===== config.mk =====
export PLATFORM = sky130hd
export DESIGN_NAME = knn_candidate_list_unit_flat
export DESIGN_NICKNAME = d
export VERILOG_FILES = /design/src/rtl/knncl_pkg.sv /design/src/rtl/knncl_in_if.sv /design/src/rtl/knncl_out_if.sv /design/src/rtl/knncl_ram.sv /design/src/rtl/knncl_dp.sv /design/src/rtl/knncl_ctrl.sv /design/src/rtl/knn_candidate_list_unit.sv /design/src/flat_wrapper.sv
export SDC_FILE = /design/constraint.sdc
export NUM_CORES = 2
export LEC_CHECK = 0
export BUFFER_PORTS_ARGS = -buffer_cell sky130_fd_sc_hd__clkbuf_2
export CAP_MARGIN = 15
export CORE_ASPECT_RATIO = 1.25
export CORE_MARGIN = 4
export CORE_UTILIZATION = 36
export DETAILED_ROUTE_END_ITERATION = 7
export SLEW_MARGIN = 20
export SYNTH_ARGS = -nofsm -noshare
export SYNTH_HDL_FRONTEND = slang
export SYNTH_SLANG_ARGS = --single-unit

===== constraint.sdc =====
create_clock -name clk -period 6.95 [get_ports clk]
set_input_delay 1.39 -clock clk [delete_from_list [all_inputs] [get_ports clk]]
set_output_delay 1.39 -clock clk [all_outputs]
set_load 0.05 [all_outputs]

===== src/rtl/knncl_pkg.sv =====
// knncl_pkg: shared constants, command codes and the control/status structs
// of the k-nearest-neighbour candidate list unit. No dependencies.
`timescale 1ns / 1ps

package knncl_pkg;

  localparam int MAX_K_DEF      = 8;
  localparam int COORD_BITS_DEF = 16;
  localparam int NC_BITS        = 4;   // neighbour count register width
  localparam int SIZE_BITS      = 4;   // list_size field width
  localparam int CFG_IDX_BITS   = 2;

  typedef enum logic [1:0] {
    OP_CLEAR = 2'd0,
    OP_OFFER = 2'd1,
    OP_BOX   = 2'd2,
    OP_READ  = 2'd3
  } knncl_op_t;

  localparam logic [CFG_IDX_BITS-1:0] CFG_QUERY_X        = 2'd0;
  localparam logic [CFG_IDX_BITS-1:0] CFG_QUERY_Y        = 2'd1;
  localparam logic [CFG_IDX_BITS-1:0] CFG_NEIGHBOR_COUNT = 2'd2;

  // controller -> datapath
  typedef struct packed {
    logic load;        // capture the accepted item
    logic clear_list;
    logic append;      // write candidate at the end of the list
    logic scan_start;  // reset scan, push candidate into distance pipe
    logic scan_issue;  // read next list entry into distance pipe
    logic resolve;     // compare candidate against farthest
    logic rd_issue;    // read entry for list read-out
    logic rd_next;
    logic out_load;    // load the output register
    logic out_entry;   // output holds a list entry, not a command result
  } knncl_ctl_t;

  // datapath -> controller
  typedef struct packed {
    knncl_op_t op;
    logic      list_full;
    logic      list_empty;
    logic      scan_more;
    logic      pipe_busy;
    logic      rd_last;
  } knncl_stat_t;

endpackage


===== src/rtl/knncl_in_if.sv =====
// knncl_in_if: input item channel (valid/ready plus command payload).
// Depends on knncl_pkg for the default coordinate width.
`timescale 1ns / 1ps

interface knncl_in_if #(
  parameter int COORD_BITS = knncl_pkg::COORD_BITS_DEF
);
  logic                         valid;
  logic                         ready;
  logic [1:0]                   cmd;
  logic signed [COORD_BITS-1:0] point_x;
  logic signed [COORD_BITS-1:0] point_y;
  logic signed [COORD_BITS-1:0] box_left;
  logic signed [COORD_BITS-1:0] box_top;
  logic signed [COORD_BITS-1:0] box_right;
  logic signed [COORD_BITS-1:0] box_bottom;

  modport source (
    output valid, cmd, point_x, point_y, box_left, box_top, box_right, box_bottom,
    input  ready
  );
  modport sink (
    input  valid, cmd, point_x, point_y, box_left, box_top, box_right, box_bottom,
    output ready
  );
endinterface


===== src/rtl/knncl_out_if.sv =====
// knncl_out_if: result item channel (valid/ready plus result payload).
// Depends on knncl_pkg for default widths.
`timescale 1ns / 1ps

interface knncl_out_if #(
  parameter int COORD_BITS = knncl_pkg::COORD_BITS_DEF
);
  logic                               valid;
  logic                               ready;
  logic                               stored;
  logic                               box_inside;
  logic                               box_may_improve;
  logic signed [COORD_BITS-1:0]       entry_x;
  logic signed [COORD_BITS-1:0]       entry_y;
  logic                               entry_valid;
  logic [knncl_pkg::SIZE_BITS-1:0]    list_size;
  logic                               last;

  modport source (
    output valid, stored, box_inside, box_may_improve, entry_x, entry_y, entry_valid,
           list_size, last,
    input  ready
  );
  modport sink (
    input  valid, stored, box_inside, box_may_improve, entry_x, entry_y, entry_valid,
           list_size, last,
    output ready
  );
endinterface


===== src/rtl/knncl_ram.sv =====
// knncl_ram: generic single-write, single-read RAM with registered read data.
// No dependencies.
`timescale 1ns / 1ps

module knncl_ram #(
  parameter  int WIDTH = 32,
  parameter  int DEPTH = 8,
  localparam int AW    = (DEPTH > 1) ? $clog2(DEPTH) : 1
) (
  input  logic             clk,
  input  logic             we,
  input  logic [AW-1:0]    waddr,
  input  logic [WIDTH-1:0] wdata,
  input  logic             re,
  input  logic [AW-1:0]    raddr,
  output logic [WIDTH-1:0] rdata
);

  logic [WIDTH-1:0] mem [DEPTH];

  always_ff @(posedge clk) begin
    if (we) begin
      mem[waddr] <= wdata;
    end
    if (re) begin
      rdata <= mem[raddr];
    end
  end

endmodule


===== src/rtl/knncl_dp.sv =====
// knncl_dp: datapath - configuration registers, list storage, squared distance
// pipeline with farthest-entry tracking, and the output payload register.
// Depends on knncl_pkg and knncl_ram.
`timescale 1ns / 1ps

module knncl_dp #(
  parameter  int MAX_K      = knncl_pkg::MAX_K_DEF,
  parameter  int COORD_BITS = knncl_pkg::COORD_BITS_DEF,
  localparam int CFG_DW     = (COORD_BITS > knncl_pkg::NC_BITS) ? COORD_BITS
                                                                : knncl_pkg::NC_BITS
) (
  input  logic                                clk,
  input  logic                                rst_n,
  input  knncl_pkg::knncl_ctl_t               ctl,
  output knncl_pkg::knncl_stat_t              stat,
  input  logic                                cfg_we,
  input  logic [knncl_pkg::CFG_IDX_BITS-1:0]  cfg_idx,
  input  logic [CFG_DW-1:0]                   cfg_data,
  input  logic [1:0]                          in_cmd,
  input  logic signed [COORD_BITS-1:0]        in_point_x,
  input  logic signed [COORD_BITS-1:0]        in_point_y,
  input  logic signed [COORD_BITS-1:0]        in_box_left,
  input  logic signed [COORD_BITS-1:0]        in_box_top,
  input  logic signed [COORD_BITS-1:0]        in_box_right,
  input  logic signed [COORD_BITS-1:0]        in_box_bottom,
  output logic                                res_stored,
  output logic                                res_box_inside,
  output logic                                res_box_may_improve,
  output logic signed [COORD_BITS-1:0]        res_entry_x,
  output logic signed [COORD_BITS-1:0]        res_entry_y,
  output logic                                res_entry_valid,
  output logic [knncl_pkg::SIZE_BITS-1:0]     res_list_size,
  output logic                                res_last
);
  import knncl_pkg::*;

  localparam int IW  = (MAX_K > 1) ? $clog2(MAX_K) : 1;
  localparam int CW  = $clog2(MAX_K + 1);
  localparam int KW  = (CW > NC_BITS) ? CW : NC_BITS;
  localparam int DXW = COORD_BITS + 1;
  localparam int SQW = 2 * COORD_BITS + 1;
  localparam int DW  = 2 * COORD_BITS + 2;
  localparam int EW  = 2 * COORD_BITS;

  function automatic logic signed [COORD_BITS-1:0] nearest_axis(
    input logic signed [COORD_BITS-1:0] q,
    input logic signed [COORD_BITS-1:0] lo,
    input logic signed [COORD_BITS-1:0] hi
  );
    logic signed [COORD_BITS-1:0] r;
    if (q > hi) begin
      r = hi;
    end else if (q >= lo) begin
      r = q;
    end else begin
      r = lo;
    end
    return r;
  endfunction

  // configuration
  logic signed [COORD_BITS-1:0] qx_r, qy_r;
  logic [NC_BITS-1:0]           nc_r;

  // item and list state
  knncl_op_t                    op_r;
  logic signed [COORD_BITS-1:0] cand_x_r, cand_y_r;
  logic                         inside_r, stored_res_r, improve_res_r;
  logic [CW-1:0]                kept_r, scan_idx_r, limit_r, rd_idx_r;
  logic [DW-1:0]                best_d_r, cand_d_r;
  logic [IW-1:0]                best_idx_r;

  // distance pipe
  logic                         v1_r, c1_r, v2_r, c2_r, v3_r, c3_r, v4_r, c4_r;
  logic [IW-1:0]                i1_r, i2_r, i3_r, i4_r;
  logic signed [DXW-1:0]        dx2_r, dy2_r;
  logic [SQW-1:0]               sqx3_r, sqy3_r;
  logic [DW-1:0]                d4_r;

  logic [KW-1:0]                nc_w, k_w;
  logic [CW-1:0]                k_eff;
  logic signed [COORD_BITS-1:0] x1, y1, nb_x, nb_y;
  logic signed [2*DXW-1:0]      prod_x, prod_y;
  logic                         box_in, closer, ram_we, ram_re;
  logic [IW-1:0]                ram_waddr, ram_raddr;
  logic [EW-1:0]                ram_q;
  knncl_op_t                    in_op;

  // k clamped to 1..MAX_K
  always_comb begin
    nc_w = KW'(nc_r);
    if (nc_r == '0) begin
      k_w = KW'(1);
    end else if (nc_w > KW'(MAX_K)) begin
      k_w = KW'(MAX_K);
    end else begin
      k_w = nc_w;
    end
    k_eff = k_w[CW-1:0];
  end

  assign in_op  = knncl_op_t'(in_cmd);
  assign nb_x   = nearest_axis(qx_r, in_box_left, in_box_right);
  assign nb_y   = nearest_axis(qy_r, in_box_top, in_box_bottom);
  assign box_in = (qx_r >= in_box_left) && (qy_r >= in_box_top) &&
                  (qx_r <= in_box_right) && (qy_r <= in_box_bottom);
  assign closer = cand_d_r < best_d_r;

  assign x1     = c1_r ? cand_x_r : ram_q[EW-1:COORD_BITS];
  assign y1     = c1_r ? cand_y_r : ram_q[COORD_BITS-1:0];
  assign prod_x = dx2_r * dx2_r;
  assign prod_y = dy2_r * dy2_r;

  assign ram_we    = ctl.append || (ctl.resolve && (op_r == OP_OFFER) && closer);
  assign ram_waddr = ctl.append ? kept_r[IW-1:0] : best_idx_r;
  assign ram_re    = ctl.scan_issue || ctl.rd_issue;
  assign ram_raddr = ctl.rd_issue ? rd_idx_r[IW-1:0] : scan_idx_r[IW-1:0];

  knncl_ram #(
    .WIDTH (EW),
    .DEPTH (MAX_K)
  ) u_list_ram (
    .clk   (clk),
    .we    (ram_we),
    .waddr (ram_waddr),
    .wdata ({cand_x_r, cand_y_r}),
    .re    (ram_re),
    .raddr (ram_raddr),
    .rdata (ram_q)
  );

  always_comb begin
    stat.op         = op_r;
    stat.list_full  = kept_r >= k_eff;
    stat.list_empty = kept_r == '0;
    stat.scan_more  = scan_idx_r < limit_r;
    stat.pipe_busy  = v1_r || v2_r || v3_r || v4_r;
    stat.rd_last    = (rd_idx_r + CW'(1)) == kept_r;
  end

  // control state
  always_ff @(posedge clk) begin
    if (!rst_n) begin
      qx_r   <= '0;
      qy_r   <= '0;
      nc_r   <= NC_BITS'(1);
      kept_r <= '0;
      v1_r   <= 1'b0;
      v2_r   <= 1'b0;
      v3_r   <= 1'b0;
      v4_r   <= 1'b0;
    end else begin
      if (cfg_we) begin
        case (cfg_idx)
          CFG_QUERY_X:        qx_r <= cfg_data[COORD_BITS-1:0];
          CFG_QUERY_Y:        qy_r <= cfg_data[COORD_BITS-1:0];
          CFG_NEIGHBOR_COUNT: nc_r <= cfg_data[NC_BITS-1:0];
          default: ;
        endcase
      end
      if (ctl.clear_list) begin
        kept_r <= '0;
      end else if (ctl.append) begin
        kept_r <= kept_r + CW'(1);
      end
      v1_r <= ctl.scan_start || ctl.scan_issue;
      v2_r <= v1_r;
      v3_r <= v2_r;
      v4_r <= v3_r;
    end
  end

  // payload and working registers
  always_ff @(posedge clk) begin
    if (ctl.load) begin
      op_r          <= in_op;
      cand_x_r      <= (in_op == OP_BOX) ? nb_x : in_point_x;
      cand_y_r      <= (in_op == OP_BOX) ? nb_y : in_point_y;
      inside_r      <= (in_op == OP_BOX) && box_in;
      stored_res_r  <= 1'b0;
      improve_res_r <= 1'b0;
      rd_idx_r      <= '0;
    end
    if (ctl.append) begin
      stored_res_r <= 1'b1;
    end
    if (ctl.scan_start) begin
      scan_idx_r <= '0;
      limit_r    <= (op_r == OP_OFFER) ? k_eff : kept_r;
      best_d_r   <= '0;
      best_idx_r <= '0;
    end else if (ctl.scan_issue) begin
      scan_idx_r <= scan_idx_r + CW'(1);
    end
    if (ctl.resolve) begin
      if (op_r == OP_OFFER) begin
        stored_res_r <= closer;
      end else begin
        improve_res_r <= closer;
      end
    end
    if (ctl.rd_next) begin
      rd_idx_r <= rd_idx_r + CW'(1);
    end

    // distance pipe: difference, squares, sum, farthest update
    c1_r   <= ctl.scan_start;
    i1_r   <= scan_idx_r[IW-1:0];
    dx2_r  <= DXW'(x1) - DXW'(qx_r);
    dy2_r  <= DXW'(y1) - DXW'(qy_r);
    c2_r   <= c1_r;
    i2_r   <= i1_r;
    sqx3_r <= prod_x[SQW-1:0];
    sqy3_r <= prod_y[SQW-1:0];
    c3_r   <= c2_r;
    i3_r   <= i2_r;
    d4_r   <= DW'(sqx3_r) + DW'(sqy3_r);
    c4_r   <= c3_r;
    i4_r   <= i3_r;
    if (v4_r) begin
      if (c4_r) begin
        cand_d_r <= d4_r;
      end else if (best_d_r <= d4_r) begin
        // ties: the later entry counts as farthest
        best_d_r   <= d4_r;
        best_idx_r <= i4_r;
      end
    end

    if (ctl.out_load) begin
      res_list_size <= SIZE_BITS'(kept_r);
      if (ctl.out_entry) begin
        res_stored          <= 1'b0;
        res_box_inside      <= 1'b0;
        res_box_may_improve <= 1'b0;
        res_entry_x         <= ram_q[EW-1:COORD_BITS];
        res_entry_y         <= ram_q[COORD_BITS-1:0];
        res_entry_valid     <= 1'b1;
        res_last            <= stat.rd_last;
      end else begin
        res_stored          <= stored_res_r;
        res_box_inside      <= inside_r;
        res_box_may_improve <= improve_res_r;
        res_entry_x         <= '0;
        res_entry_y         <= '0;
        res_entry_valid     <= 1'b0;
        res_last            <= 1'b1;
      end
    end
  end

endmodule


===== src/rtl/knncl_ctrl.sv =====
// knncl_ctrl: sequencing state machine for the candidate list unit; drives
// the datapath commands and the channel handshakes. Depends on knncl_pkg.
`timescale 1ns / 1ps

module knncl_ctrl (
  input  logic                   clk,
  input  logic                   rst_n,
  input  logic                   in_valid,
  output logic                   in_ready,
  output logic                   out_valid,
  input  logic                   out_ready,
  output knncl_pkg::knncl_ctl_t  ctl,
  input  knncl_pkg::knncl_stat_t stat
);
  import knncl_pkg::*;

  typedef enum logic [2:0] {
    ST_IDLE,
    ST_DECIDE,
    ST_SCAN,
    ST_DRAIN,
    ST_EMIT,
    ST_RD_ADDR,
    ST_RD_DATA
  } state_t;

  state_t state_r, state_nxt;
  logic   out_valid_r, out_valid_nxt;
  logic   out_free;

  assign out_free  = !out_valid_r || out_ready;
  assign in_ready  = state_r == ST_IDLE;
  assign out_valid = out_valid_r;

  always_comb begin
    ctl       = '0;
    state_nxt = state_r;
    case (state_r)
      ST_IDLE: begin
        if (in_valid) begin
          ctl.load  = 1'b1;
          state_nxt = ST_DECIDE;
        end
      end
      ST_DECIDE: begin
        case (stat.op)
          OP_CLEAR: begin
            ctl.clear_list = 1'b1;
            state_nxt      = ST_EMIT;
          end
          OP_OFFER: begin
            if (!stat.list_full) begin
              ctl.append = 1'b1;
              state_nxt  = ST_EMIT;
            end else begin
              ctl.scan_start = 1'b1;
              state_nxt      = ST_SCAN;
            end
          end
          OP_BOX: begin
            ctl.scan_start = 1'b1;
            state_nxt      = ST_SCAN;
          end
          OP_READ: begin
            state_nxt = stat.list_empty ? ST_EMIT : ST_RD_ADDR;
          end
          default: state_nxt = ST_IDLE;
        endcase
      end
      ST_SCAN: begin
        if (stat.scan_more) begin
          ctl.scan_issue = 1'b1;
        end else begin
          state_nxt = ST_DRAIN;
        end
      end
      ST_DRAIN: begin
        if (!stat.pipe_busy) begin
          ctl.resolve = 1'b1;
          state_nxt   = ST_EMIT;
        end
      end
      ST_EMIT: begin
        if (out_free) begin
          ctl.out_load = 1'b1;
          state_nxt    = ST_IDLE;
        end
      end
      ST_RD_ADDR: begin
        ctl.rd_issue = 1'b1;
        state_nxt    = ST_RD_DATA;
      end
      ST_RD_DATA: begin
        if (out_free) begin
          ctl.out_load  = 1'b1;
          ctl.out_entry = 1'b1;
          ctl.rd_next   = 1'b1;
          state_nxt     = stat.rd_last ? ST_IDLE : ST_RD_ADDR;
        end
      end
      default: state_nxt = ST_IDLE;
    endcase
  end

  always_comb begin
    if (ctl.out_load) begin
      out_valid_nxt = 1'b1;
    end else if (out_ready) begin
      out_valid_nxt = 1'b0;
    end else begin
      out_valid_nxt = out_valid_r;
    end
  end

  always_ff @(posedge clk) begin
    if (!rst_n) begin
      state_r     <= ST_IDLE;
      out_valid_r <= 1'b0;
    end else begin
      state_r     <= state_nxt;
      out_valid_r <= out_valid_nxt;
    end
  end

endmodule


===== src/rtl/knn_candidate_list_unit.sv =====
// knn_candidate_list_unit: top level of the k-nearest-neighbour candidate
// list. Depends on knncl_pkg, knncl_in_if, knncl_out_if, knncl_ctrl, knncl_dp.
//
//   channel  direction  handshake        payload
//   in_ch    sink       valid/ready      cmd, point_x/y, box_left/top/right/bottom
//   out_ch   source     valid/ready      stored, box_inside, box_may_improve,
//                                        entry_x/y, entry_valid, list_size, last
//   cfg_*    write      cfg_we           cfg_idx selects register, cfg_data value
//
// One item at a time. Clear, empty read or an offer to a non-full list: no list scan.
// Offer to a full list or box test: n entries, n = k or the kept count, go through
// the one-entry-per-cycle scan through the list RAM read port followed
// by the four-stage squared-distance pipeline. Read list: RD_ADDR then RD_DATA per entry.
// Reset empties the list, query = 0, k = 1; the list RAM needs no clearing pass.
// A finished result waits in the output register while the next item is taken;
// with out_ch.ready low the following result stalls the unit.
`timescale 1ns / 1ps

module knn_candidate_list_unit #(
  parameter  int MAX_K      = knncl_pkg::MAX_K_DEF,
  parameter  int COORD_BITS = knncl_pkg::COORD_BITS_DEF,
  localparam int CFG_DW     = (COORD_BITS > knncl_pkg::NC_BITS) ? COORD_BITS
                                                                : knncl_pkg::NC_BITS
) (
  input  logic                               clk,
  input  logic                               rst_n,
  knncl_in_if.sink                           in_ch,
  knncl_out_if.source                        out_ch,
  input  logic                               cfg_we,
  input  logic [knncl_pkg::CFG_IDX_BITS-1:0] cfg_idx,
  input  logic [CFG_DW-1:0]                  cfg_data
);
  import knncl_pkg::*;

  knncl_ctl_t  ctl;
  knncl_stat_t stat;

  knncl_ctrl u_ctrl (
    .clk       (clk),
    .rst_n     (rst_n),
    .in_valid  (in_ch.valid),
    .in_ready  (in_ch.ready),
    .out_valid (out_ch.valid),
    .out_ready (out_ch.ready),
    .ctl       (ctl),
    .stat      (stat)
  );

  knncl_dp #(
    .MAX_K      (MAX_K),
    .COORD_BITS (COORD_BITS)
  ) u_dp (
    .clk                 (clk),
    .rst_n               (rst_n),
    .ctl                 (ctl),
    .stat                (stat),
    .cfg_we              (cfg_we),
    .cfg_idx             (cfg_idx),
    .cfg_data            (cfg_data),
    .in_cmd              (in_ch.cmd),
    .in_point_x          (in_ch.point_x),
    .in_point_y          (in_ch.point_y),
    .in_box_left         (in_ch.box_left),
    .in_box_top          (in_ch.box_top),
    .in_box_right        (in_ch.box_right),
    .in_box_bottom       (in_ch.box_bottom),
    .res_stored          (out_ch.stored),
    .res_box_inside      (out_ch.box_inside),
    .res_box_may_improve (out_ch.box_may_improve),
    .res_entry_x         (out_ch.entry_x),
    .res_entry_y         (out_ch.entry_y),
    .res_entry_valid     (out_ch.entry_valid),
    .res_list_size       (out_ch.list_size),
    .res_last            (out_ch.last)
  );

  // only one item is worked on at a time
  a_one_item: assert property (@(posedge clk) disable iff (!rst_n)
    (in_ch.valid && in_ch.ready) |=> !in_ch.ready)
    else $error("item accepted while previous item still in progress");

  // only a list read gives more than one result per item
  a_multi_is_read: assert property (@(posedge clk) disable iff (!rst_n)
    (out_ch.valid && !out_ch.last) |-> out_ch.entry_valid)
    else $error("non-final result that is not a list entry");

  // list entries carry no command flags
  a_entry_flags: assert property (@(posedge clk) disable iff (!rst_n)
    (out_ch.valid && out_ch.entry_valid) |->
      (!out_ch.stored && !out_ch.box_inside && !out_ch.box_may_improve))
    else $error("list entry result with command flags set");

  // offer and box test results are exclusive
  a_stored_excl: assert property (@(posedge clk) disable iff (!rst_n)
    (out_ch.valid && out_ch.stored) |-> (!out_ch.box_inside && !out_ch.box_may_improve))
    else $error("stored flag together with box flags");

endmodule

===== src/flat_wrapper.sv =====
// flat-port wrapper written by rule: the top's interface ports become plain ports
module knn_candidate_list_unit_flat import knncl_pkg::*;
#(
  parameter  int MAX_K      = knncl_pkg::MAX_K_DEF,
  parameter  int COORD_BITS = knncl_pkg::COORD_BITS_DEF,
  localparam int CFG_DW     = (COORD_BITS > knncl_pkg::NC_BITS) ? COORD_BITS
                                                                : knncl_pkg::NC_BITS
)
  (clk, rst_n, cfg_we, cfg_idx, cfg_data, in_ch_valid, in_ch_cmd, in_ch_point_x, in_ch_point_y, in_ch_box_left, in_ch_box_top, in_ch_box_right, in_ch_box_bottom, in_ch_ready, out_ch_valid, out_ch_stored, out_ch_box_inside, out_ch_box_may_improve, out_ch_entry_x, out_ch_entry_y, out_ch_entry_valid, out_ch_list_size, out_ch_last, out_ch_ready);
  knncl_in_if #(.COORD_BITS(COORD_BITS)) in_ch_i ();
  knncl_out_if #(.COORD_BITS(COORD_BITS)) out_ch_i ();
  input  logic clk;
  input  logic rst_n;
  input  logic cfg_we;
  input  logic [knncl_pkg::CFG_IDX_BITS-1:0] cfg_idx;
  input  logic [CFG_DW-1:0] cfg_data;
  input wire logic [$bits(in_ch_i.valid)-1:0] in_ch_valid;
  input wire logic [$bits(in_ch_i.cmd)-1:0] in_ch_cmd;
  input wire logic [$bits(in_ch_i.point_x)-1:0] in_ch_point_x;
  input wire logic [$bits(in_ch_i.point_y)-1:0] in_ch_point_y;
  input wire logic [$bits(in_ch_i.box_left)-1:0] in_ch_box_left;
  input wire logic [$bits(in_ch_i.box_top)-1:0] in_ch_box_top;
  input wire logic [$bits(in_ch_i.box_right)-1:0] in_ch_box_right;
  input wire logic [$bits(in_ch_i.box_bottom)-1:0] in_ch_box_bottom;
  output wire logic [$bits(in_ch_i.ready)-1:0] in_ch_ready;
  output wire logic [$bits(out_ch_i.valid)-1:0] out_ch_valid;
  output wire logic [$bits(out_ch_i.stored)-1:0] out_ch_stored;
  output wire logic [$bits(out_ch_i.box_inside)-1:0] out_ch_box_inside;
  output wire logic [$bits(out_ch_i.box_may_improve)-1:0] out_ch_box_may_improve;
  output wire logic [$bits(out_ch_i.entry_x)-1:0] out_ch_entry_x;
  output wire logic [$bits(out_ch_i.entry_y)-1:0] out_ch_entry_y;
  output wire logic [$bits(out_ch_i.entry_valid)-1:0] out_ch_entry_valid;
  output wire logic [$bits(out_ch_i.list_size)-1:0] out_ch_list_size;
  output wire logic [$bits(out_ch_i.last)-1:0] out_ch_last;
  input wire logic [$bits(out_ch_i.ready)-1:0] out_ch_ready;
  assign in_ch_i.valid = in_ch_valid;
  assign in_ch_i.cmd = in_ch_cmd;
  assign in_ch_i.point_x = in_ch_point_x;
  assign in_ch_i.point_y = in_ch_point_y;
  assign in_ch_i.box_left = in_ch_box_left;
  assign in_ch_i.box_top = in_ch_box_top;
  assign in_ch_i.box_right = in_ch_box_right;
  assign in_ch_i.box_bottom = in_ch_box_bottom;
  assign in_ch_ready = in_ch_i.ready;
  assign out_ch_valid = out_ch_i.valid;
  assign out_ch_stored = out_ch_i.stored;
  assign out_ch_box_inside = out_ch_i.box_inside;
  assign out_ch_box_may_improve = out_ch_i.box_may_improve;
  assign out_ch_entry_x = out_ch_i.entry_x;
  assign out_ch_entry_y = out_ch_i.entry_y;
  assign out_ch_entry_valid = out_ch_i.entry_valid;
  assign out_ch_list_size = out_ch_i.list_size;
  assign out_ch_last = out_ch_i.last;
  assign out_ch_i.ready = out_ch_ready;
  knn_candidate_list_unit #(.MAX_K(MAX_K), .COORD_BITS(COORD_BITS)) u_core (.clk(clk), .rst_n(rst_n), .in_ch(in_ch_i), .out_ch(out_ch_i), .cfg_we(cfg_we), .cfg_idx(cfg_idx), .cfg_data(cfg_data));
endmodule

==> results.yml <==
outcome:
  status: "completed"
die:
  start_util_pct: 36.3
  fp.dieH_microns: 416
  io_pins: 164
  die_area_sq_um: 139000
  core-area_sq_um: 132000
  num_rows: 149
  die_x_microns: 335
min_path:
  hold_class: "register to register"
  min_from: "u_core.u_dp.c3_r$_DFF_P_"
  worst_hold_path.endpoint: "u_core.u_dp.c4_r$_DFF_P_"
  worstHoldPathCells: 0
cts:
  cts_root_buf: "clkbuf_16"
  cts_tree: "built"
  cts-buffers-inserted: 68
  path_clk_slew_ns: 0.06
  clk_latency_ns: 0.64
  clockBufferDepth: 3
  ctsHoldBuffers: 0
  ctsResizeCount: 0
  htree_levels: 3
  cts_setup_buffers: 0
  clock_sinks: 645
yosys:
  syn_area_sq_um: 48000
  ys.warnings.count: 0
  synthXorXnorAreaFrac_pct: 2.48
  synth.top_cell.area_share_pct: 25.4
  yosysSeqAreaShare_pct: 35.4
  syn_inst: 4304
  syn_area_per_cell_sq_um: 11.2
  ys.flop_type: "edfxtp_1"
  async_reset_ff_share_pct: 0
  synth_area_leaders: "edfxtp_1 25%, fa_1 22%, ha_1 10%, dfxtp_1 10%, inv_1 6.8%"
  synth_compound_area_share_pct: 6.47
  syn_nets: 5334
  ys_ff_latch: 645
  synth_edf_count: 406
  yosysUniqueCellTypes: 77
  synth_top_family_by_area: "adder cells"
  synth-simple-area-share_pct: 9.68
  synth_fa_ha_area_share_pct: 31.9
  synth.area.mux_share_pct: 6.30
  yosys.area.top_type: "edfxtp_1"
placed_design:
  placement.io_buffers: 163
  place_congestion: 0.860
  place_hpwl_mm: 86.4
global_route:
  antenna_found_initial: 4
  grt_max_degree: 65
  gr-total-overflow: 0
  grt_pass1_vias: 33300
  grt_usage_pct: 16.2
  grt_pass1_wl_mm: 178
setup_path:
  path_max_fanout: 16
  crit_arrival_ns: 6.94
  ff2ff_setup_slack_ns: 0.50
  crit_path_frequent_cell: "fa_1"
  worstSetupPathType: "register to register"
  endpoint_kind: "register"
  worstReg2RegStart: "u_core.u_dp.dx2_r[10]$_DFF_P_"
  max_stage_delay_ns: 0.75
  reg2reg_depth: 21
  worstReg2RegEnd: "u_core.u_dp.sqx3_r[31]$_DFF_P_"
  path_cells: "nand2_1, inv_1, fa_1, inv_1, fa_1, fa_1, inv_1, fa_1, fa_1, inv_1, fa_1, inv_1, ha_1, a21o_1, or3_1, o21ai_1, a31oi_1, a31oi_1, o21bai_1, and4b_1, a211o_1"
  cp-start-kind: "register"
  cp_slowest_cell: "dfxtp_1"
  worstPathRequired_ns: 7.45
final_layout:
  fillCellCount: 12600
  drive_above_1_share_pct: 11.3
  nets: 5509
  regArea_sq_um: 17000
  multi_input_area_sq_um: 27400
  final_cell_mix: "868 x inv_1, 524 x fa_1, 406 x edfxtp_1, 385 x ha_1, 335 x nand2_1"
  area.growth.synth_to_final_pct: 11.4
  final_common_cell: "inv_1"
sta:
  final.setup.tns_ns: 0
  timing.final.crit_share_pct: 92.7
  grt_setup_unrepaired: "no"
  skew_ns: 0.0391
  fmax_ghz: 0.155
  period_needed_ns: 6.45
  maxSlewViolCount: 0
  final_hold_viol_count: 0
  slew_headroom_pct: 29.7
  worst_slew_pin_slew_ns: 1.05
  setup_viol: 0
detailed_routing:
  vias_per_cell: 4.88
  num_vias: 30600
  drc: 0
  drt-total-wl_mm: 110
  ant_nets: 0
  drtPass1Iterations: 5
  post_drt_wl_per_cell_microns: 17.6
  drtIter0Drc: 1559
flow_run:
  cap_violations: 0
[flip-flops by register name, indices dropped and copies added (netlist names), 17 cells and up]
name and count:
u_core.u_dp.dy2_r 17, u_core.u_dp.sqx3_r 32, u_core.u_dp.cand_d_r 34, u_core.u_dp.sqy3_r 32
u_core.u_dp.u_list_ram.rdata 32, u_core.u_dp.best_d_r 34, u_core.u_dp.dx2_r 17, u_core.u_dp.d4_r 34
u_core.u_dp.u_list_ram.mem 256
[worst max-delay path: cells and delay by family (launching register included)]
family / cells / cell delay [ns]
flops: 1 / 0.75
compound gates: 6 / 1.39
simple gates: 3 / 0.75
buf+inv: 5 / 0.36
fa+ha+maj: 7 / 3.07
[worst max path at each step]
stage | start | end | slack (ns) | cells past startpoint
3_5_place_dp | u_core.u_dp.dy2_r[16]$_DFF_P_ | u_core.u_dp.sqy3_r[31]$_DFF_P_ | 0.57 | 17
4_1_cts | u_core.u_dp.dx2_r[6]$_DFF_P_ | u_core.u_dp.sqx3_r[31]$_DFF_P_ | 0.51 | 21
3_3_place_gp | u_core.u_dp.dx2_r[10]$_DFF_P_ | u_core.u_dp.sqx3_r[31]$_DFF_P_ | 0.60 | 20
2_1_floorplan | u_core.u_dp.dy2_r[16]$_DFF_P_ | u_core.u_dp.sqy3_r[29]$_DFF_P_ | 0.74 | 20
6_report | u_core.u_dp.dx2_r[10]$_DFF_P_ | u_core.u_dp.sqx3_r[31]$_DFF_P_ | 0.50 | 21
5_1_grt | u_core.u_dp.dx2_r[10]$_DFF_P_ | u_core.u_dp.sqx3_r[31]$_DFF_P_ | 0.06 | 23
[cell usage after synthesis (all sizes together) (5+ instances only)]
cell	count
a211o	7
a211oi	15
a21boi	44
a21o	67
a21oi	95
a221oi	5
a31o	6
a31oi	30
a41oi	5
and2	134
and3	48
and4	8
buf	23
clkbuf	99
dfxtp	239
edfxtp	406
fa	524
ha	385
inv	868
mux2	66
mux2i	84
mux4	64
nand2	337
nand2b	32
nand3	48
nand4	29
nor2	172
nor2b	60
nor3	41
nor4	6
o211ai	22
o21a	34
o21ai	67
o21bai	7
o22ai	5
o31ai	20
or2	7
or3	13
xnor2	110
xor2	26
[layout make-up]
cell class / count / area share [%]
multi-input cells: 2669 / 51.3
clock inverters: 38 / 0.917
inverters: 868 / 6.09
diodes: 1 / 0.00468
repair buffers: 227 / 2.42
clock buffers: 85 / 3.47
flip-flops and latches: 645 / 31.8
well taps: 1736 / 4.06
[routing by layer]
metal / global-route usage, % / up-vias / part of all wire (%)
li1: - / 14500 / -
met1: 18.9 / 15300 / 39
met2: 30.2 / 613 / 53
met3: 2.20 / 185 / 4.0
met4: 5.75 / 2 / 3.6
met5: 0 / - / 0.014
[cell families after synthesis]
family                   count (synthesis)
XOR/XNOR                               136
AO/OA/AOI/OAI                          457
AND/OR/NAND/NOR                        953
adder cells (fa/ha/maj)                909
buffers and inverters                  990
multiplexers                           214
flip-flops                             645
[metrics by stage]
stage,area (sq um),hold WS [ns],setup WS (ns),cells,util [%]
detailed placement,51100,0.312,0.572,6145,38.7
finish,53500,0.325,0.504,6269,40.4
CTS,53500,0.326,0.512,6268,40.4
floorplan,48000,0.310,0.739,4304,-
global route,53500,0.334,0.0552,6268,40.4
global placement,51100,0.312,0.598,6145,38.7
Power is not shown: default switching activity piles up to over one toggle a cycle in this logic, so the estimate is an artifact.
